### src/hw/rtl/bitmap_page_allocator_defines.svh
// Assertion helpers used by the allocator datapath.
// Both expect clk and arst_n in the enclosing scope.
`ifndef BITMAP_PAGE_ALLOCATOR_DEFINES_SVH
`define BITMAP_PAGE_ALLOCATOR_DEFINES_SVH

// same-cycle implication
`define BPA_ASSERT_NOW(lbl, ante, cons, msg) \
	lbl: assert property (@(posedge clk) disable iff (!arst_n) (ante) |-> (cons)) \
		else $error(msg);

// next-cycle implication
`define BPA_ASSERT_NXT(lbl, ante, cons, msg) \
	lbl: assert property (@(posedge clk) disable iff (!arst_n) (ante) |=> (cons)) \
		else $error(msg);

`endif

### src/hw/rtl/bpa_pkg.sv
package bpa_pkg;

	localparam int MAP_WORDS = 16;
	localparam int WORD_BITS = 32;
	localparam int BIT_W     = 5;
	localparam int WIDX_W    = (MAP_WORDS > 1) ? $clog2(MAP_WORDS) : 1;
	localparam int WCNT_W    = $clog2(MAP_WORDS + 1);
	localparam int CNT_MAX   = MAP_WORDS * WORD_BITS;
	localparam int CNT_W     = $clog2(CNT_MAX + 1);
	localparam int PAGE_W    = 9;
	localparam int FC_W      = 10;
	localparam int FC_MAX    = 1023;
	localparam int TW_W      = 5;
	localparam int OSP_W     = 10;
	localparam int DATA_W    = 32;
	localparam int ADDR_W    = 3;
	localparam int TW_RESET  = 16;
	localparam int OSP_RESET = 1;

	localparam logic [WORD_BITS-1:0] ALL_FREE = 32'hFFFF_FFFF;
	localparam logic [WORD_BITS-1:0] ONE_BIT  = 32'h0000_0001;

	// register index, taken from paddr[2]
	localparam logic REG_TOTAL_WORDS = 1'b0;
	localparam logic REG_OS_PAGES    = 1'b1;

	typedef enum logic [1:0] {
		REQ_INIT  = 2'd0,
		REQ_ALLOC = 2'd1,
		REQ_FREE  = 2'd2,
		REQ_NONE  = 2'd3
	} req_t;

	typedef enum logic [2:0] {
		ST_IDLE,
		ST_INIT,
		ST_ARD,
		ST_ACHK,
		ST_FRD,
		ST_FCHK,
		ST_POST
	} state_t;

	typedef struct packed {
		logic take;
		logic clr_idx;
		logic inc_idx;
		logic init_wr;
		logic rd_scan;
		logic rd_free;
		logic alloc_hit;
		logic free_set;
		logic res_fail;
		logic res_ok;
		logic load_out;
	} cmd_t;

	typedef struct packed {
		logic idx_last;
		logic scan_last;
		logic cnt_zero;
		logic words_zero;
		logic word_nz;
		logic free_bad;
		logic out_busy;
	} sts_t;

	function automatic logic [BIT_W-1:0] lsb_idx(input logic [WORD_BITS-1:0] w);
		logic [BIT_W-1:0] r;
		r = '0;
		for (int i = WORD_BITS - 1; i >= 0; i--) begin
			if (w[i]) r = BIT_W'(i);
		end
		return r;
	endfunction

	function automatic logic [FC_W-1:0] sat_fc(input logic [CNT_W-1:0] c);
		logic [31:0] t;
		t = 32'(c);
		return (t > 32'(FC_MAX)) ? FC_W'(FC_MAX) : t[FC_W-1:0];
	endfunction

	function automatic logic [PAGE_W-1:0] page_of(input logic [WIDX_W-1:0] w,
			input logic [BIT_W-1:0] b);
		logic [31:0] t;
		t = (32'(w) << BIT_W) | 32'(b);
		return t[PAGE_W-1:0];
	endfunction

endpackage

### src/hw/rtl/bpa_ctrl.sv
module bpa_ctrl (
	input  logic           clk,
	input  logic           arst_n,
	input  logic           in_valid,
	input  logic [1:0]     req_type,
	output logic           in_stall,
	input  bpa_pkg::sts_t  sts,
	output bpa_pkg::cmd_t  cmd
);

	bpa_pkg::state_t state_q, state_nxt;

	always_ff @(posedge clk or negedge arst_n) begin
		if (!arst_n) begin
			state_q <= bpa_pkg::ST_IDLE;
		end else begin
			state_q <= state_nxt;
		end
	end

	always_comb begin
		state_nxt = state_q;
		case (state_q)
			bpa_pkg::ST_IDLE: begin
				if (in_valid) begin
					case (req_type)
						bpa_pkg::REQ_INIT:  state_nxt = bpa_pkg::ST_INIT;
						bpa_pkg::REQ_ALLOC: state_nxt = (sts.cnt_zero || sts.words_zero) ?
							bpa_pkg::ST_POST : bpa_pkg::ST_ARD;
						bpa_pkg::REQ_FREE:  state_nxt = bpa_pkg::ST_FRD;
						default:            state_nxt = bpa_pkg::ST_POST;
					endcase
				end
			end
			bpa_pkg::ST_INIT: begin
				if (sts.idx_last) state_nxt = bpa_pkg::ST_POST;
			end
			bpa_pkg::ST_ARD: state_nxt = bpa_pkg::ST_ACHK;
			bpa_pkg::ST_ACHK: begin
				if (sts.word_nz || sts.scan_last) state_nxt = bpa_pkg::ST_POST;
				else state_nxt = bpa_pkg::ST_ARD;
			end
			bpa_pkg::ST_FRD:  state_nxt = bpa_pkg::ST_FCHK;
			bpa_pkg::ST_FCHK: state_nxt = bpa_pkg::ST_POST;
			bpa_pkg::ST_POST: begin
				if (!sts.out_busy) state_nxt = bpa_pkg::ST_IDLE;
			end
			default: state_nxt = bpa_pkg::ST_IDLE;
		endcase
	end

	always_comb begin
		cmd      = '0;
		in_stall = 1'b1;
		case (state_q)
			bpa_pkg::ST_IDLE: begin
				in_stall = 1'b0;
				if (in_valid) begin
					cmd.take = 1'b1;
					case (req_type)
						bpa_pkg::REQ_INIT: cmd.clr_idx = 1'b1;
						bpa_pkg::REQ_ALLOC: begin
							if (sts.cnt_zero || sts.words_zero) cmd.res_fail = 1'b1;
							else cmd.clr_idx = 1'b1;
						end
						bpa_pkg::REQ_FREE: cmd.clr_idx = 1'b0;
						default: cmd.res_fail = 1'b1;
					endcase
				end
			end
			bpa_pkg::ST_INIT: begin
				cmd.init_wr = 1'b1;
				cmd.inc_idx = 1'b1;
				cmd.res_ok  = sts.idx_last;
			end
			bpa_pkg::ST_ARD: cmd.rd_scan = 1'b1;
			bpa_pkg::ST_ACHK: begin
				if (sts.word_nz) cmd.alloc_hit = 1'b1;
				else if (sts.scan_last) cmd.res_fail = 1'b1;
				else cmd.inc_idx = 1'b1;
			end
			bpa_pkg::ST_FRD: cmd.rd_free = 1'b1;
			bpa_pkg::ST_FCHK: begin
				if (sts.free_bad) cmd.res_fail = 1'b1;
				else cmd.free_set = 1'b1;
			end
			bpa_pkg::ST_POST: cmd.load_out = !sts.out_busy;
			default: cmd = '0;
		endcase
	end

endmodule

### src/hw/rtl/bpa_dp.sv
`include "bitmap_page_allocator_defines.svh"

module bpa_dp (
	input  logic                        clk,
	input  logic                        arst_n,
	input  bpa_pkg::cmd_t               cmd,
	output bpa_pkg::sts_t               sts,
	input  logic [bpa_pkg::TW_W-1:0]    total_words,
	input  logic [bpa_pkg::OSP_W-1:0]   os_pages,
	input  logic [bpa_pkg::PAGE_W-1:0]  page_in,
	output logic                        out_valid,
	input  logic                        out_stall,
	output logic [bpa_pkg::PAGE_W-1:0]  page_out,
	output logic                        ok,
	output logic [bpa_pkg::FC_W-1:0]    free_count
);

	logic [bpa_pkg::WORD_BITS-1:0] mem [bpa_pkg::MAP_WORDS];
	logic [bpa_pkg::MAP_WORDS-1:0] vld_q;
	logic [bpa_pkg::WORD_BITS-1:0] rd_q;

	logic [bpa_pkg::WIDX_W-1:0]  idx_q;
	logic [bpa_pkg::PAGE_W-1:0]  page_q;
	logic [bpa_pkg::CNT_W-1:0]   free_pages_q;
	logic [bpa_pkg::PAGE_W-1:0]  res_page_q;
	logic                        res_ok_q;
	logic                        out_valid_q;
	logic [bpa_pkg::PAGE_W-1:0]  page_out_q;
	logic                        ok_q;
	logic [bpa_pkg::FC_W-1:0]    free_count_q;

	logic [31:0]                    words32;
	logic [bpa_pkg::WCNT_W-1:0]     words;
	logic [bpa_pkg::CNT_W-1:0]      pages;
	logic [bpa_pkg::CNT_W-1:0]      resv;
	logic [31:0]                    lo32;
	logic [bpa_pkg::WORD_BITS-1:0]  init_word;
	logic [31:0]                    fw32;
	logic [bpa_pkg::WIDX_W-1:0]     fw_idx;
	logic [bpa_pkg::BIT_W-1:0]      hit_bit;
	logic [bpa_pkg::WORD_BITS-1:0]  free_mask;
	logic [bpa_pkg::WIDX_W-1:0]     raddr;
	logic [bpa_pkg::WIDX_W-1:0]     waddr;
	logic [bpa_pkg::WORD_BITS-1:0]  wdata;
	logic                           wen;

	// words present, limited to the bitmap size
	always_comb begin
		words32 = (32'(total_words) > 32'(bpa_pkg::MAP_WORDS)) ?
			32'(bpa_pkg::MAP_WORDS) : 32'(total_words);
		words   = words32[bpa_pkg::WCNT_W-1:0];
		pages   = bpa_pkg::CNT_W'(words32 << bpa_pkg::BIT_W);
		resv    = (32'(os_pages) > 32'(pages)) ? pages : bpa_pkg::CNT_W'(os_pages);
		lo32    = 32'(idx_q) << bpa_pkg::BIT_W;
		if ((32'(idx_q) >= words32) || (lo32 + 32'(bpa_pkg::WORD_BITS) <= 32'(resv)))
			init_word = '0;
		else if (lo32 >= 32'(resv))
			init_word = bpa_pkg::ALL_FREE;
		else
			init_word = bpa_pkg::ALL_FREE << resv[bpa_pkg::BIT_W-1:0];
	end

	always_comb begin
		fw32      = 32'(page_q[bpa_pkg::PAGE_W-1:bpa_pkg::BIT_W]);
		fw_idx    = fw32[bpa_pkg::WIDX_W-1:0];
		hit_bit   = bpa_pkg::lsb_idx(rd_q);
		free_mask = bpa_pkg::ONE_BIT << page_q[bpa_pkg::BIT_W-1:0];
		raddr     = cmd.rd_free ? fw_idx : idx_q;
		waddr     = cmd.free_set ? fw_idx : idx_q;
		wen       = cmd.init_wr | cmd.alloc_hit | cmd.free_set;
		case (1'b1)
			cmd.init_wr:   wdata = init_word;
			cmd.alloc_hit: wdata = rd_q & ~(bpa_pkg::ONE_BIT << hit_bit);
			default:       wdata = rd_q | free_mask;
		endcase
	end

	always_comb begin
		sts.idx_last   = (idx_q == bpa_pkg::WIDX_W'(bpa_pkg::MAP_WORDS - 1));
		sts.scan_last  = (32'(idx_q) + 32'd1 >= words32);
		sts.cnt_zero   = (free_pages_q == '0);
		sts.words_zero = (words == '0);
		sts.word_nz    = (rd_q != '0);
		sts.free_bad   = (fw32 >= words32) || ((rd_q & free_mask) != '0);
		sts.out_busy   = out_valid_q && out_stall;
	end

	// bitmap words; an entry never written reads as zero
	always_ff @(posedge clk) begin
		if (wen) mem[waddr] <= wdata;
		if (cmd.rd_scan || cmd.rd_free) rd_q <= vld_q[raddr] ? mem[raddr] : '0;
	end

	always_ff @(posedge clk or negedge arst_n) begin
		if (!arst_n) begin
			vld_q <= '0;
		end else if (wen) begin
			vld_q[waddr] <= 1'b1;
		end
	end

	always_ff @(posedge clk or negedge arst_n) begin
		if (!arst_n) begin
			idx_q        <= '0;
			free_pages_q <= '0;
			out_valid_q  <= 1'b0;
		end else begin
			if (cmd.clr_idx) idx_q <= '0;
			else if (cmd.inc_idx) idx_q <= idx_q + 1'b1;
			if (cmd.init_wr && sts.idx_last) free_pages_q <= pages - resv;
			else if (cmd.alloc_hit) free_pages_q <= free_pages_q - 1'b1;
			else if (cmd.free_set) free_pages_q <= free_pages_q + 1'b1;
			if (cmd.load_out) out_valid_q <= 1'b1;
			else if (!out_stall) out_valid_q <= 1'b0;
		end
	end

	always_ff @(posedge clk) begin
		if (cmd.take) page_q <= page_in;
		if (cmd.alloc_hit) begin
			res_page_q <= bpa_pkg::page_of(idx_q, hit_bit);
			res_ok_q   <= 1'b1;
		end else if (cmd.res_ok || cmd.free_set) begin
			res_page_q <= '0;
			res_ok_q   <= 1'b1;
		end else if (cmd.res_fail) begin
			res_page_q <= '0;
			res_ok_q   <= 1'b0;
		end
		if (cmd.load_out) begin
			page_out_q   <= res_page_q;
			ok_q         <= res_ok_q;
			free_count_q <= bpa_pkg::sat_fc(free_pages_q);
		end
	end

	assign out_valid  = out_valid_q;
	assign page_out   = page_out_q;
	assign ok         = ok_q;
	assign free_count = free_count_q;

	`BPA_ASSERT_NOW(a_cnt_range, 1'b1, 32'(free_pages_q) <= 32'(bpa_pkg::CNT_MAX), "free count above page total")
	`BPA_ASSERT_NOW(a_hit_nonzero, cmd.alloc_hit, rd_q != '0, "allocation from an empty word")
	`BPA_ASSERT_NOW(a_no_overwrite, cmd.load_out, !(out_valid_q && out_stall), "pending result overwritten")
	`BPA_ASSERT_NXT(a_free_inc, cmd.free_set, free_pages_q == $past(free_pages_q) + 1'b1, "free did not raise count")
	`BPA_ASSERT_NOW(a_alloc_nonempty, cmd.alloc_hit, free_pages_q != '0, "allocation with zero free pages")

endmodule

### src/hw/rtl/bitmap_page_allocator.sv
// Steps: init writes each word in turn; free reads a word, then checks it; allocate
// reads, then checks, each word scanned (registered RAM read, one word per read).
// Throughput: one request in flight; next request accepted once the result is queued
// in the output register, which may still be waiting on out_stall.
// Reset: free count 0, bitmap reads as all zero (per-word valid bits), total_words 16,
// os_pages 1. No clearing pass is needed.
module bitmap_page_allocator (
	input  logic                        clk,
	input  logic                        arst_n,
	input  logic                        psel,
	input  logic                        penable,
	input  logic                        pwrite,
	input  logic [bpa_pkg::ADDR_W-1:0]  paddr,
	input  logic [bpa_pkg::DATA_W-1:0]  pwdata,
	output logic [bpa_pkg::DATA_W-1:0]  prdata,
	output logic                        pready,
	input  logic                        in_valid,
	output logic                        in_stall,
	input  logic [1:0]                  req_type,
	input  logic [bpa_pkg::PAGE_W-1:0]  page_in,
	output logic                        out_valid,
	input  logic                        out_stall,
	output logic [bpa_pkg::PAGE_W-1:0]  page_out,
	output logic                        ok,
	output logic [bpa_pkg::FC_W-1:0]    free_count
);

	logic [bpa_pkg::TW_W-1:0]  total_words_q;
	logic [bpa_pkg::OSP_W-1:0] os_pages_q;
	logic                      wr_en;
	bpa_pkg::cmd_t             cmd;
	bpa_pkg::sts_t             sts;

	assign pready = 1'b1;
	assign wr_en  = psel && penable && pwrite && pready;

	always_ff @(posedge clk or negedge arst_n) begin
		if (!arst_n) begin
			total_words_q <= bpa_pkg::TW_W'(bpa_pkg::TW_RESET);
			os_pages_q    <= bpa_pkg::OSP_W'(bpa_pkg::OSP_RESET);
		end else if (wr_en) begin
			case (paddr[2])
				bpa_pkg::REG_TOTAL_WORDS: total_words_q <= pwdata[bpa_pkg::TW_W-1:0];
				bpa_pkg::REG_OS_PAGES:    os_pages_q    <= pwdata[bpa_pkg::OSP_W-1:0];
				default:                  os_pages_q    <= os_pages_q;
			endcase
		end
	end

	always_comb begin
		case (paddr[2])
			bpa_pkg::REG_TOTAL_WORDS: prdata = bpa_pkg::DATA_W'(total_words_q);
			bpa_pkg::REG_OS_PAGES:    prdata = bpa_pkg::DATA_W'(os_pages_q);
			default:                  prdata = '0;
		endcase
	end

	bpa_ctrl u_ctrl (
		.clk      (clk),
		.arst_n   (arst_n),
		.in_valid (in_valid),
		.req_type (req_type),
		.in_stall (in_stall),
		.sts      (sts),
		.cmd      (cmd)
	);

	bpa_dp u_dp (
		.clk         (clk),
		.arst_n      (arst_n),
		.cmd         (cmd),
		.sts         (sts),
		.total_words (total_words_q),
		.os_pages    (os_pages_q),
		.page_in     (page_in),
		.out_valid   (out_valid),
		.out_stall   (out_stall),
		.page_out    (page_out),
		.ok          (ok),
		.free_count  (free_count)
	);

endmodule
### config.mk
export PLATFORM = sky130hd
export DESIGN_NAME = bitmap_page_allocator
export DESIGN_NICKNAME = d
export VERILOG_FILES = /design/src/hw/rtl/bpa_pkg.sv /design/src/hw/rtl/bpa_ctrl.sv /design/src/hw/rtl/bpa_dp.sv /design/src/hw/rtl/bitmap_page_allocator.sv
export VERILOG_INCLUDE_DIRS = /design/src /design/src/hw/rtl
export SDC_FILE = /design/constraint.sdc
export NUM_CORES = 1
export LEC_CHECK = 0
export ABC_AREA = 0
export BUFFER_PORTS_ARGS = -buffer_cell sky130_fd_sc_hd__buf_2
export CELL_PAD_IN_SITES_DETAIL_PLACEMENT = 1
export CELL_PAD_IN_SITES_GLOBAL_PLACEMENT = 1
export CORE_MARGIN = 1
export CORE_UTILIZATION = 28
export CTS_CLUSTER_DIAMETER = 30
export DETAILED_ROUTE_END_ITERATION = 10
export PLACE_DENSITY_LB_ADDON = 0.1
export REMOVE_ABC_BUFFERS = 1
export SLEW_MARGIN = 20
export SYNTH_ARGS = -nofsm -noshare
export SYNTH_HDL_FRONTEND = slang
export SYNTH_SLANG_ARGS = --single-unit
### constraint.sdc
create_clock -name clk -period 5.5 [get_ports clk]
set_input_delay 0.825 -clock clk [delete_from_list [all_inputs] [get_ports clk]]
set_output_delay 0.825 -clock clk [all_outputs]
set_load 0.02 [all_outputs]
==> metrics.yaml, run 1 <==
max_cap_violations: 0
async_reset_ff_frac: 0.07753
cts.sinks: 632
die_width_um: 317
via_per_inst: 4.990
place_area_sq_um: 30400
grt_use_total: 0.1771
ys_seq_area_frac: 0.6740
fmax_mhz: 194.2
status: "complete, no violations"
final-setup-viol-count: 0
ios: 108
whs_ns: 0.2182
synth.area.top_cells: "edfxtp_1 63%, mux4_2 11%, dfrtp_1 4.2%"
drt_iter0_drc: 863
diodes: 0
clk_latency_ns: 0.74
synth_edf_count: 582
drt_first_pass_iters: 4
wl_per_cell_um: 25.75
irDropWorstVdd_mv: 0.4568
cts_buffers: 152
timing.final.crit_share: 0.9363
synth_flop_cell: "edfxtp_1"
final_layout_size_suffix_gt1_frac: 0.2782
worstPathMaxFanout: 16
ys_warn_count: 0
start_util: 0.2827
ant_nets: 0
crit_path_end_kind: "flip-flop"
cts_root_buf: "clkbuf_16"
drc: 0
hp-class: "primary input to async pin"
yosysMostFrequentCell: "edfxtp_1"
antenna_found_initial: 0
syn_inst: 1795
grt_max_degree: 129
clk_path_buf_depth: 3
placedCellCount: 3116
cp_data_arrival_time_ns: 5.60
critical_path_class: "flip-flop to flip-flop"
finalNonFillerCells: 3397
hold_violations: 0
p_total_w: 0.02373
cts_tree: "done"
wl_um: 87470
slew_viol_final: 0
rsz0062_at_grt: "false"
cts_hold_buf: 0
crit_required_ns: 5.95
cts.htree.levels: 4
yosysTopAreaCellShare: 0.6290
yosys.area.top_type: "edfxtp_1"
finalCriticalPeriod_ns: 5.150
die_area_sq_um: 100500
core_area_sq_um: 98280
tightest_slew_ns: 1.107
slew_headroom: 0.2617
final.setup_skew_ns: 0.03139
syn2layout_area_growth_pct: 27.98
synth.distinct_cells: 75
grt_pass1_wl_um: 126700
fin_nets: 2086
fin_ws_ns: 0.3501
syn-cell-area_sq_um: 27780
grt_overflow: 0
startpoint_type: "flip-flop"
dieHeight_um: 317
clkTransAtPathRegs_ns: 0.05
num_vias: 16950
fin_area_sq_um: 35560
grt_pass1_vias: 18240
numPortBuffers: 60
synth-seq-cells: 632
syn_area_per_cell_sq_um: 15.48
pwr_density_cell_nw_per_um2: 667.3
p_leak_nw: 12.71
rows: 115
place_ws_ns: 0.07009
dpl.hpwl_um: 52280
netlist_top_cells_count: "582 x edfxtp_1, 212 x nand2_1, 132 x mux4_2, 107 x nor2_1, 73 x clkbuf_1"
gp_congestion: 0.8853
-- cell usage in the layout, fill, tap and decap left out, types with 32 or more instances in the layout --
cell type / n
a21oi_1: 52
mux4_2: 132
buf_4: 57
nand2_1: 212
ha_1: 44
inv_1: 32
nand3_1: 49
edfxtp_1: 582
o21ai_0: 34
dfrtp_1: 47
clkbuf_16: 152
nor2_1: 105
buf_2: 60
o211a_1: 33
-- layer usage --
metal | track usage | share of wire | up-vias
met3 | 0.03339 | 0.036 | 160
met2 | 0.2936 | 0.49 | 402
met5 | 0 | 0 | -
li1 | - | - | 7432
met4 | 0.06938 | 0.029 | 0
met1 | 0.2285 | 0.45 | 8957
-- registers in the layout (all words and copies together) (netlist names) --
name and cells:
u_dp.idx_q 4, u_dp.free_count 10, u_dp.vld_q 16, u_dp.res_page_q 9, os_pages_q 10, u_ctrl.state_q 3
u_dp.page_q 9, u_dp.page_out 9, total_words_q 5, u_dp.mem 512, u_dp.out_valid 1, u_dp.free_pages_q 10
u_dp.ok 1, u_dp.res_ok_q 1, u_dp.rd_q 32
-- critical path, cell delays in order, from the launching register on --
cell and delay, ns:
dfstp_2 0.66, inv_1 0.20, nand2_1 0.15, ha_1 0.24
and3_1 0.16, and3_1 0.22, or2_2 0.39, a21oi_1 0.34
ha_1 0.32, a2111oi_2 0.42, a21oi_1 0.14, o21a_1 0.12
o21ai_1 0.23, and3_1 0.31, or2_2 0.35, buf_4 0.26
o32ai_1 0.11, buf_4 0.23
-- final timing paths --
kind / from / endpoint / slack (ns) / cells after the start
min in group clk: page_in[8] / u_dp.page_q[8] / 0.27 / 1
max: total_words_q[4] / u_dp.mem[3][14] / 0.35 / 17
min: arst_n / u_dp.vld_q[14] / 0.22 / 2
min reg2reg: u_dp.res_page_q[8] / u_dp.page_out[8] / 0.42 / 0
max reg2reg: total_words_q[4] / u_dp.mem[3][14] / 0.35 / 17
max in group asynchronous: arst_n / u_dp.free_pages_q[7] / 4.79 / 2
-- where the power goes --
| group | total, W | internal [W] | leakage, nW | switching, W |
|---|---|---|---|---|
| Sequential | 0.00761 | 0.00696 | 5.90 | 0.000649 |
| Clock | 0.00858 | 0.00578 | 2.43 | 0.00280 |
| Combinational | 0.00754 | 0.00286 | 4.39 | 0.00468 |
-- stage by stage --
stage               TNS [ns]  utilization
detailed placement         0       0.3094
global route               0       0.3618
CTS                        0       0.3604
floorplan            -166.00            -
finish                     0       0.3618
global placement           0       0.3091
-- cell families after synthesis --
| logic type | share of synthesized area |
|---|---|
| fa+ha+maj | 0.02054 |
| buf+inv | 0.02418 |
| other cells | 0.0002703 |
| compound gates | 0.06413 |
| simple gates | 0.08741 |
| flops | 0.6740 |
| xor+xnor | 0.006620 |
| mux | 0.1229 |
-- layout make-up --
type / count / area, sq um
fillers: 9923 / 62720
inverters: 33 / 123.9
clock buffers: 181 / 3923
well taps: 1287 / 1610
flip-flops and latches: 632 / 18730
multi-input cells: 1033 / 8986
clock inverters: 95 / 1097
repair buffers: 136 / 1091
-- repair_timing --
item,in CTS,in global routing
endpoints found under the setup margin,0,152
resized for setup,0,2
buffers inserted,0,2
Note: power is estimated with default switching activity, not from simulation.
==> run 2: changes to the inputs <==
==> constraint.sdc (replaced) <==
create_clock -name clk -period 5.5 [get_ports clk]
set_input_delay 1.1 -clock clk [delete_from_list [all_inputs] [get_ports clk]]
set_output_delay 1.1 -clock clk [all_outputs]
set_load 0.02 [all_outputs]
==> run 2 against run 1 <==
Sequential power about the same. Via count rose by 0.68%. Wire length grew 2.0%. Worst hold slack improved by 0.20 ns. Highest routed layer unchanged.
==> metrics.yaml, run 2 (synthesized netlist as in run 1, its figures left out) <==
irDropWorstVdd_mv: 0.4280  # was 0.4568 mV
final-setup-viol-count: 0  # unchanged
cts_tree: "done"  # unchanged
rrSetupSlack_ns: 0.44  # was 0.35 ns
clkTransAtPathRegs_ns: 0.04  # was 0.05 ns
place_ws_ns: 0.05589  # was 0.07009 ns
crit_path_end_kind: "flip-flop"  # unchanged
syn2layout_area_growth_pct: 28.19  # was 27.98%
worstSetupStartpoint: "total_words_q[4]"  # unchanged
final.setup_skew_ns: 0.03537  # was 0.03139 ns
cts_root_buf: "clkbuf_16"  # unchanged
routed.top_layer: "met4"  # unchanged
cts.htree.levels: 4  # unchanged
reg_top3: "u_dp.mem (512), u_dp.rd_q (32), u_dp.vld_q (16)"  # unchanged
grt_max_degree: 86  # was 129
grt_pass1_vias: 18720  # was 18240
pwr_density_cell_nw_per_um2: 670.0  # was 667.3 nW/um^2
post_cts_buffers: 0  # unchanged
drt_iter0_drc: 996  # was 863
r2r-start: "total_words_q[4]"  # unchanged
max_cap_violations: 0  # unchanged
dpl.hpwl_um: 53740  # was 52280 um
hold-path-cell-count: 0
gp_congestion: 0.8954  # was 0.8853
cp_common_cell: "and3_1"  # unchanged
num_vias: 17070  # was 16950
hold_violations: 0  # unchanged
finalCriticalPeriod_ns: 5.065  # was 5.150 ns
layout_common_cells: "582 x edfxtp_1, 212 x nand2_1, 154 x clkbuf_16, 132 x mux4_2, 106 x nor2_1"  # was 582 x edfxtp_1, 212 x nand2_1, 152 x clkbuf_16, 132 x mux4_2, 105 x nor2_1
drt_first_pass_iters: 5  # was 4
antenna_found_initial: 1  # was 0
hp-class: "flip-flop to flip-flop"  # was primary input to async pin
worstPathMaxFanout: 12  # was 16
numPortBuffers: 60  # unchanged
rows: 115  # unchanged
critical_path_class: "flip-flop to flip-flop"  # unchanged
rsz0062_at_grt: "false"  # unchanged
cpMaxStageDelayCell: "dfstp_2"  # unchanged
grt_pass1_wl_um: 129700  # was 126700 um
worst-path-buf-inv: 3  # unchanged
drc: 0  # unchanged
wl_met2_um: 43000  # was 42750 um
slew_viol_final: 0  # unchanged
crit_path_max_incr_delay_ns: 0.65  # was 0.66 ns
fin_area_sq_um: 35620  # was 35560 sq um
p_leak_nw: 12.75  # was 12.71 nW
core_area_sq_um: 98280  # unchanged
dieHeight_um: 317  # unchanged
grt_overflow: 0  # unchanged
startpoint_type: "flip-flop"  # unchanged
fmax_mhz: 197.4  # was 194.2 MHz
slew_headroom: 0.2634  # was 0.2617
crit_chain: "inv_1 -> nand2_1 -> ha_1 -> and3_1 -> and3_1 -> or2_2 -> nor2_1 -> a21oi_2 -> ha_1 -> a2111oi_1 -> a21oi_1 -> o21a_1 -> o21ai_1 -> and3_1 -> or2_2 -> buf_4 -> o211ai_1 -> clkbuf_4"  # was inv_1 -> nand2_1 -> ha_1 -> and3_1 -> and3_1 -> or2_2 -> a21oi_1 -> ha_1 -> a2111oi_2 -> a21oi_1 -> o21a_1 -> o21ai_1 -> and3_1 -> or2_2 -> buf_4 -> o32ai_1 -> buf_4
place_area_sq_um: 30460  # was 30400 sq um
wl_um: 89230  # was 87470 um
cp_top_family: "simple AND/OR/NAND/NOR gates"  # unchanged
status: "complete, no violations"  # unchanged
cts.sinks: 632  # unchanged
r2r_end: "u_dp.mem[9][19]"  # was u_dp.mem[3][14]
finalSetupTns_ns: 0  # unchanged
die_width_um: 317  # unchanged
largest_reg_flops: 512  # unchanged
worst-path-stages: 18  # was 17
cts_resized: 0  # unchanged
die_area_sq_um: 100500  # unchanged
cp_data_arrival_time_ns: 5.54  # was 5.60 ns
n_fill_cell: 9866  # was 9923
tightest_slew_ns: 1.105  # was 1.107 ns
crit_path_end: "u_dp.mem[9][19]"  # was u_dp.mem[3][14]
cts_hold_buf: 0  # unchanged
wl_per_cell_um: 26.10  # was 25.75 um
wl_met3_um: 3741  # was 3176 um
cts_buffers: 154  # was 152
fin_nets: 2100  # was 2086
grt_use_total: 0.1818  # was 0.1771
final_layout_size_suffix_gt1_frac: 0.2853  # was 0.2782
clk_path_buf_depth: 3  # unchanged
top_register: "u_dp.mem"  # unchanged
final_common_cell: "edfxtp_1"  # unchanged
reg2reg_depth: 18  # was 17
drt-met1-wl_um: 39650  # was 39000 um
timing.final.crit_share: 0.9209  # was 0.9363
fin_ws_ns: 0.4353  # was 0.3501 ns
start_util: 0.2827  # unchanged
via_per_inst: 4.992  # was 4.990
ant_nets: 0  # unchanged
clk_latency_ns: 0.75  # was 0.74 ns
ios: 108  # unchanged
crit_required_ns: 5.97  # was 5.95 ns
-- run 2: cell count changes in the layout (fill, tap and decap cells not counted), moves of 3 or more --
cell        previous run  this run
clkinvlp_4             6        17
buf_4                 57        72
o32ai_4                7         4
o32ai_2                9        12
clkinv_16              8         4
inv_16                 0         4
-- run 2: worst reg2reg max path, delay by kind of cell (launching register included) --
| kind | cells | cell delay (ns) |
|---|---|---|
| AOI/OAI and AO/OA | 6 | 1.34 |
| buffers and inverters | 3 | 0.64 |
| and+or+nand+nor | 7 | 1.64 |
| adders and majority gates | 2 | 0.54 |
| DFF | 1 | 0.65 |
-- run 2: per-stage QoR --
step,hold WS (ns),utilization,std cells,total power (W)
CTS,0.4179,0.3616,3414,0.02422
finish,0.4181,0.3624,3419,0.02386
global route,0.4280,0.3624,3418,0.02511
detailed placement,0.4134,0.3100,3129,0.01537
global placement,0.4163,0.3100,3129,0.01523
floorplan,0.4003,-,1698,0.01253
-- run 2: how the worst min path moves through the flow --
stage / endpoint / slack, ns / startpoint
6_report: u_dp.page_out[7] / 0.42 / u_dp.res_page_q[7]
5_1_grt: u_dp.page_out[8] / 0.43 / u_dp.res_page_q[8]
4_1_cts: u_dp.page_out[7] / 0.42 / u_dp.res_page_q[7]
3_5_place_dp: u_dp.page_out[7] / 0.41 / u_dp.res_page_q[7]
3_3_place_gp: u_dp.page_out[7] / 0.42 / u_dp.res_page_q[7]
2_1_floorplan: u_dp.page_out[0] / 0.40 / u_dp.res_page_q[0]
-- run 2: where the power goes --
group | switching, W | internal [W]
logic | 0.00471 | 0.00285
registers | 0.000656 | 0.00695
clock network | 0.00287 | 0.00583
total | 0.00823 | 0.0156
-- run 2: cell type report --
cell class	count	area, sq um	share of cell area
Sequential cell	632	18730	0.5258
Multi-Input combinational cell	1033	8940	0.2510
Clock buffer	184	3986	0.1119
Tap cell	1287	1610	0.04521
Timing Repair Buffer	148	1136	0.03190
Clock inverter	101	1091	0.03063
Inverter	33	123.9	0.003478
Antenna cell	1	2.502	0.00007026
-- run 2: layer usage --
metal / vias up / GRT usage
met5: - / 0
met1: 8972 / 0.2337
met4: 0 / 0.07354
li1: 7471 / -
met3: 170 / 0.03730
met2: 454 / 0.2992
